--- src/hw/rtl/fnvh_pkg.sv ---
// shared types, constants and hash step functions for the fnv byte stream hash
`default_nettype none
package fnvh_pkg;

    localparam int MAX_HASH_BITS = 256;
    localparam int STATE_BITS    = 256;
    localparam int WORD_BITS     = 64;
    localparam int NUM_WORDS     = STATE_BITS / WORD_BITS;
    localparam int CFG_IDX_W     = 2;
    localparam int CFG_DATA_W    = 2;
    localparam int CNT_W         = 3;

    // register indexes on the config port
    localparam logic [CFG_IDX_W-1:0] REG_VARIANT   = 2'd0;
    localparam logic [CFG_IDX_W-1:0] REG_WIDTH_SEL = 2'd1;

    // width select codes
    localparam logic [1:0] SEL_32  = 2'd0;
    localparam logic [1:0] SEL_64  = 2'd1;
    localparam logic [1:0] SEL_128 = 2'd2;
    localparam logic [1:0] SEL_256 = 2'd3;

    // largest width code that fits MAX_HASH_BITS, never below 32 bits
    localparam logic [1:0] SEL_MAX = (MAX_HASH_BITS >= 256) ? SEL_256 :
                                     (MAX_HASH_BITS >= 128) ? SEL_128 :
                                     (MAX_HASH_BITS >= 64)  ? SEL_64  : SEL_32;

    // prime = 2^shift + low
    localparam logic [8:0] PRIME_LOW_32  = 9'h193;
    localparam logic [8:0] PRIME_LOW_64  = 9'h1b3;
    localparam logic [8:0] PRIME_LOW_128 = 9'h13b;
    localparam logic [8:0] PRIME_LOW_256 = 9'h163;

    localparam logic [STATE_BITS-1:0] BASIS_32  = {224'd0, 32'h811c9dc5};
    localparam logic [STATE_BITS-1:0] BASIS_64  = {192'd0, 64'hcbf29ce484222325};
    localparam logic [STATE_BITS-1:0] BASIS_128 = {128'd0, 64'h6c62272e07bb0142,
                                                   64'h62b821756295c58d};
    localparam logic [STATE_BITS-1:0] BASIS_256 = {64'hdd268dbcaac55036,
                                                   64'h2d98c384c4e576cc,
                                                   64'hc8b1536847b6bbb3,
                                                   64'h1023b4c8caee0535};

    // one finished hash handed to the output side
    typedef struct packed {
        logic                                valid;
        logic [CNT_W-1:0]                    cnt;
        logic [NUM_WORDS-1:0][WORD_BITS-1:0] words;  // words[0] goes out first
    } t_frame;

    function automatic logic [1:0] eff_sel(input logic [1:0] sel);
        eff_sel = (sel > SEL_MAX) ? SEL_MAX : sel;
    endfunction

    function automatic logic [STATE_BITS-1:0] basis(input logic [1:0] sel);
        unique case (sel)
            SEL_32:  basis = BASIS_32;
            SEL_64:  basis = BASIS_64;
            SEL_128: basis = BASIS_128;
            default: basis = BASIS_256;
        endcase
    endfunction

    // multiply by a small constant through shift and add
    function automatic logic [STATE_BITS-1:0] mul_low(input logic [STATE_BITS-1:0] x,
                                                      input logic [8:0] c);
        logic [STATE_BITS-1:0] acc;
        acc = '0;
        for (int i = 0; i < 9; i++) begin
            if (c[i]) begin
                acc = acc + (x << i);
            end
        end
        mul_low = acc;
    endfunction

    // x times the prime of the width, modulo 2^width, upper bits cleared
    function automatic logic [STATE_BITS-1:0] mul_prime(input logic [STATE_BITS-1:0] x,
                                                        input logic [1:0] sel);
        logic [STATE_BITS-1:0] r;
        unique case (sel)
            SEL_32: begin
                r = mul_low(x, PRIME_LOW_32) + (x << 24);
                r = {224'd0, r[31:0]};
            end
            SEL_64: begin
                r = mul_low(x, PRIME_LOW_64) + (x << 40);
                r = {192'd0, r[63:0]};
            end
            SEL_128: begin
                r = mul_low(x, PRIME_LOW_128) + (x << 88);
                r = {128'd0, r[127:0]};
            end
            default: begin
                r = mul_low(x, PRIME_LOW_256) + (x << 168);
            end
        endcase
        mul_prime = r;
    endfunction

    function automatic logic [STATE_BITS-1:0] fnv_step(input logic [STATE_BITS-1:0] h,
                                                       input logic [7:0] b,
                                                       input logic first,
                                                       input logic variant,
                                                       input logic [1:0] sel);
        logic [STATE_BITS-1:0] x;
        x = first ? basis(sel) : h;
        if (variant) begin
            x[7:0] = x[7:0] ^ b;
            x      = mul_prime(x, sel);
        end else begin
            x      = mul_prime(x, sel);
            x[7:0] = x[7:0] ^ b;
        end
        fnv_step = x;
    endfunction

    // hash words, most significant first, and their count
    function automatic t_frame make_frame(input logic [STATE_BITS-1:0] h,
                                          input logic [1:0] sel);
        t_frame f;
        f.valid = 1'b1;
        f.words = '0;
        unique case (sel)
            SEL_32, SEL_64: begin
                f.cnt      = CNT_W'(1);
                f.words[0] = h[63:0];
            end
            SEL_128: begin
                f.cnt      = CNT_W'(2);
                f.words[0] = h[127:64];
                f.words[1] = h[63:0];
            end
            default: begin
                f.cnt      = CNT_W'(4);
                f.words[0] = h[255:192];
                f.words[1] = h[191:128];
                f.words[2] = h[127:64];
                f.words[3] = h[63:0];
            end
        endcase
        make_frame = f;
    endfunction

endpackage
`default_nettype wire

--- src/hw/rtl/fnvh_out.sv ---
// output word shifter for one finished hash
`default_nettype none
module fnvh_out (
    input  wire logic                                i_clk,
    input  wire logic                                i_rst_n,
    input  wire fnvh_pkg::t_frame                    i_frame,
    output      logic                                o_free,
    output      logic                                o_valid,
    input  wire logic                                i_ready,
    output      logic [fnvh_pkg::WORD_BITS-1:0]      o_word,
    output      logic                                o_final
);

    logic [fnvh_pkg::NUM_WORDS-1:0][fnvh_pkg::WORD_BITS-1:0] r_q;
    logic [fnvh_pkg::CNT_W-1:0]                              r_cnt;

    assign o_valid = r_cnt != '0;
    assign o_word  = r_q[0];
    assign o_final = r_cnt == fnvh_pkg::CNT_W'(1);
    assign o_free  = !o_valid || (o_final && i_ready);

    always_ff @(posedge i_clk) begin
        if (!i_rst_n) begin
            r_cnt <= '0;
        end else if (i_frame.valid) begin
            r_cnt <= i_frame.cnt;
        end else if (o_valid && i_ready) begin
            r_cnt <= r_cnt - fnvh_pkg::CNT_W'(1);
        end
    end

    always_ff @(posedge i_clk) begin
        if (i_frame.valid) begin
            r_q <= i_frame.words;
        end else if (o_valid && i_ready) begin
            for (int i = 0; i < fnvh_pkg::NUM_WORDS - 1; i++) begin
                r_q[i] <= r_q[i+1];
            end
            r_q[fnvh_pkg::NUM_WORDS-1] <= '0;
        end
    end

endmodule
`default_nettype wire

--- config.mk ---
export PLATFORM = sky130hd
export DESIGN_NAME = fnvh_out
export DESIGN_NICKNAME = d
export VERILOG_FILES = /design/src/hw/rtl/fnvh_pkg.sv /design/src/hw/rtl/fnvh_out.sv
export SDC_FILE = /design/constraint.sdc
export NUM_CORES = 1
export LEC_CHECK = 0
export BUFFER_PORTS_ARGS = -buffer_cell sky130_fd_sc_hd__clkbuf_2
export CORE_MARGIN = 2
export CORE_UTILIZATION = 52
export DETAILED_ROUTE_END_ITERATION = 10
export PLACE_DENSITY = 0.79
export SETUP_SLACK_MARGIN = 0.4
export SYNTH_ARGS = -nofsm -noshare
export SYNTH_HDL_FRONTEND = slang
export SYNTH_SLANG_ARGS = --single-unit
--- constraint.sdc ---
create_clock -name i_clk -period 8.7 [get_ports i_clk]
set_input_delay 0.87 -clock i_clk [delete_from_list [all_inputs] [get_ports i_clk]]
set_output_delay 0.87 -clock i_clk [all_outputs]
set_load 0.01 [all_outputs]
# ---- Word-level counts from Yosys, hierarchy flattened
# Cells that the tools add are included.
dict set report word_totals {
  regBits 259
  out_inout_bits 67
  word_cells 17
}
dict set report classes {
  n_addsub 1
  eq_ne 1
  n_mux 4
  reduce_logical 6
}
# operator count
set ops {}
lappend ops {{$mux 256} 2}
lappend ops {{$mux 3} 2}
lappend ops {{$eq 3x1->1 const B} 1}
lappend ops {{$reduce_bool 3->1} 1}
lappend ops {{$sub 3x1->3 const B} 1}
lappend ops {{$logic_and 1x1->1} 2}
lappend ops {{$reduce_bool 2->1} 1}
lappend ops {{$logic_not 1->1} 1}
lappend ops {{$logic_or 1x1->1} 1}

# ---- Logic depth before layout (Yosys ltp)
dict set report logic_depth {
  word_depth 4
  ltp_mapped 5
  ltp_nobuf 5
}

# ---- Worst setup path before layout
# OpenSTA, ideal clock, no wires.
dict set report synth_timing {
  kind {input to register}
  from {input i_frame[259] (netlist bit)}
  to {register r_q (netlist bit o_word[0]), enable pin}
  setup_time_ns 1.959
  t_arrival_ns 5.211
  slack_ns 1.529
  stages 3
  path_buffers 1
  path_cell_list {buf_6 -> inv_1 -> nand2_1}
}
dict set report synth_via {
  elab_chain_len 1
}
# item line_no
set synth_rtl {}
lappend synth_rtl {{start, declared} fnvh_out.sv:6} ;# input wire fnvh_pkg::t_frame i_frame,
lappend synth_rtl {{$reduce_bool 2->1 (no source line)} --}
lappend synth_rtl {{end signal, assigned} fnvh_out.sv:34} ;# r_q <= i_frame.words;
lappend synth_rtl {{end signal, assigned by index} fnvh_out.sv:37} ;# r_q[i] <= r_q[i+1];
lappend synth_rtl {{end, declared} fnvh_out.sv:14} ;# logic [fnvh_pkg::NUM_WORDS-1:0][fnvh_pkg::WORD_BITS-1:0] r_q;
# No other way between the ends.
# A chain may end at the register's enable or synchronous reset.

# ---- Worst setup path after layout
dict set report layout_timing {
  from {input i_frame[259] (netlist bit)}
  to {register r_q (netlist bit o_word[37]), enable pin}
}
# The elaborated chain is that of the path after synthesis.

==> run summary <==
Die X -> 153 µm
Synth warnings -> 0
Rel. slew slack -> 30.1%
Post-CTS Resized -> 0
RSZ-0062 raised after global routing -> no
final wirelength -> 21100 µm
Final Util -> 63.3%
Post-CTS Setup Bufs -> 0
Setup-failing EPs final -> 0
detailed-route vias per instance -> 4.90
flop-to-flop setup slack -> 5290 ps
Clock transition at path regs -> 60 ps
Max VDD drop -> 0.000175 V
first drt pass iteration count -> 4
Min-Delay Path Depth -> 1
DRC viols -> 0
Fill cells -> 1532
top cells by area, synth -> edfxtp_1 (66%), mux2_4 (13%), mux2_2 (8.9%), buf_4 (4.2%), and2_1 (3.5%)
Worst EP arrival -> 3830 ps
CTS root buf -> clkbuf_16
Detail Placement HPWL -> 14300 µm
Die Span Y -> 153 µm
Synth Flop Type -> edfxtp_1
Worst-Skew Late Latency -> 530 ps
status -> finished, final reports clean
core area -> 0.0218 mm²
Synth top cells by count -> edfxtp_1 (256), mux2_4 (100), mux2_2 (92)
antenna-violating nets left -> 0
IO Pins -> 330
initial DRC count -> 340
Max Slew Vio Count -> 0
worst reg2reg startpoint -> r_cnt[0]$_SDFFE_PN0P_
Synth area leader -> edfxtp_1
syn_nets -> 900
Pwr Total -> 3090 µW
deepest clock path buffer count -> 3
Synth top area share -> 66.4%
Post-synth EDFFs -> 256
clock network fraction of total power -> 38.0%
Int Power -> 2450 µW
Remaining Overflow, GRT -> 0
CP startpoint -> i_frame[259]
final net count -> 1170
Initial Util -> 53.1%
Slew @ Worst Pin -> 1050 ps
Die ar. -> 0.0235 mm²
slowest CP cell -> buf_4
Diodes inserted -> 0
Switching Fraction -> 20.8%
Crit path max-delay family -> buffers and inverters
critical path class -> in -> reg
cts bufs inserted -> 28
Critical Path RT -> 8850 ps
post-synthesis cell count -> 634
first-pass GRT wire length -> 32700 µm
CTS tree -> built
cell area after synthesis -> 0.0116 mm²
Mean Syn Cell Area -> 18.3 µm²
Final Hold Viols -> 0
Post-CTS Hold Fix Bufs -> 0
final instance area -> 0.0138 mm²
wire per inst -> 17.5 µm
most used cell, CP -> buf_4
HP Start -> r_q[166]$_DFFE_PP_
H-tree depth -> 1
minimum clock period -> 3680 ps
largest fanout on the critical path -> 92
max-cap check violation count -> 0
Critical Path Max Stage Delay -> 770 ps
Worst Reg-to-Reg Cells -> 7
largest net degree at the start of global routing -> 170
Sequential Power Share -> 51.1%
vias -> 5897
CP bufs+invs -> 4
GRT Total Usage -> 17.5%
asr flop ratio synth -> 0%
r2r endpoint -> o_word[37]$_DFFE_PP_
vias in the first global route -> 6232
#FFs+latches synth -> 259
hold crit path type -> reg -> reg
TritonCTS Sinks -> 259
initial antenna violation count -> 0
Switch Pwr -> 643 µW
Placed Area -> 0.0129 mm²
CP Launch Type -> input port
layout cells sized above 1 -> 61.0%
Port Buffers -> 329
fmax -> 272 MHz
Comb pwr share -> 10.8%
fin crit share -> 42.3%
crit path capture type -> flop
GP Congestion -> 0.805
top-count cell post-synth -> edfxtp_1
final setup skew -> 9.35 ps
leak pwr -> 0.00593 µW
Placed Instances -> 1154
PD cells -> 224 mW/mm²
Area Overhead vs Synth -> 19.3%
setup TNS -> 0 ps
synth unique cells -> 23
Seq/Total Area, Yosys -> 66.9%
cell row count -> 54
worst path cell trace -> buf_8 -> inv_1 -> nand2_4 -> buf_4 -> buf_4
hold worst-path end -> r_q[102]$_DFFE_PP_
non-filler cells in the finished layout -> 1204
-- how the worst max path moves through the flow --
| stage | end | slack [ps] | cells past startpoint |
|---|---|---|---|
| after global routing | o_word[34]$_DFFE_PP_ | 4800 | 5 |
| after detailed placement | o_word[40]$_DFFE_PP_ | 4490 | 5 |
| after global placement | r_q[107]$_DFFE_PP_ | 4570 | 5 |
| after floorplan | o_word[0]$_DFFE_PP_ | 1530 | 3 |
| after CTS | r_q[101]$_DFFE_PP_ | 5050 | 5 |
| final | o_word[37]$_DFFE_PP_ | 5020 | 5 |
-- stage by stage --
step	hold WS [ps]	setup WS (ps)
after floorplan	517	1530
after global placement	526	4570
after detailed placement	533	4490
after CTS	544	5050
after global routing	552	4800
final	542	5020
-- layout make-up --
class                   count  area, µm²  share of cell area [%]
flip-flops and latches    259       7750                    56.0
well taps                 280        350                    2.53
repair buffers            333       1700                    12.3
multi-input cells         278       3100                    22.4
inverters                   4       15.0                   0.109
clock buffers              32        737                    5.33
clock inverters            18        180                    1.30
-- registers in the layout, indices dropped and copies added (netlist names) --
signal  flops
r_q       192
r_cnt       3
o_word     64
-- cell families (layout without fill, tap and decap cells) --
logic type               Yosys count  after routing  synth area share, %
adder cells (fa/ha/maj)            3              3                0.324
multiplexers                     193            193                 22.0
flip-flops                       259            259                 66.9
AO/OA/AOI/OAI                      6              6                0.378
AND/OR/NAND/NOR                   76             76                 3.96
buffers and inverters             97            387                 6.46
-- power by group through the flow --
stage / registers [µW] / logic [µW] / clock network [µW]
after floorplan: 1620 / 261 / 0
after global placement: 1600 / 329 / 0
after detailed placement: 1610 / 338 / 0
after CTS: 1580 / 341 / 1200
after global routing: 1590 / 364 / 1250
final: 1580 / 336 / 1180
-- per-layer routing --
metal / global-route usage (%) / vias to the layer above / share of wire [%]
met5: 0 / - / 0
met4: 6.75 / 0 / 3.2
met3: 4.85 / 51 / 7.9
met2: 30.0 / 220 / 50
met1: 21.2 / 2780 / 39
li1: - / 2846 / -
-- cell usage in the layout (no fill, tap or decap) --
| cell type | count |
|---|---|
| buf_4 | 3 |
| bufinv_16 | 4 |
| and2_1 | 64 |
| clkbuf_16 | 29 |
| clkinv_1 | 10 |
| mux2i_1 | 1 |
| clkinvlp_4 | 1 |
| edfxtp_1 | 256 |
| nor2b_1 | 1 |
| clkbuf_2 | 328 |
| a21oi_1 | 2 |
| nand2b_1 | 1 |
| ha_1 | 3 |
| nor2_1 | 2 |
| buf_12 | 1 |
| o21ai_0 | 2 |
| nand2_1 | 4 |
| nand2_4 | 1 |
| and4_1 | 1 |
| clkinv_2 | 3 |
| and3_1 | 1 |
| mux2_4 | 100 |
| inv_1 | 4 |
| a211oi_1 | 1 |
| o41ai_2 | 1 |
| dfxtp_1 | 3 |
| buf_8 | 1 |
| nand3_1 | 1 |
| mux2_2 | 92 |
| clkbuf_1 | 3 |
Note: power is estimated with default switching activity, not from simulation.
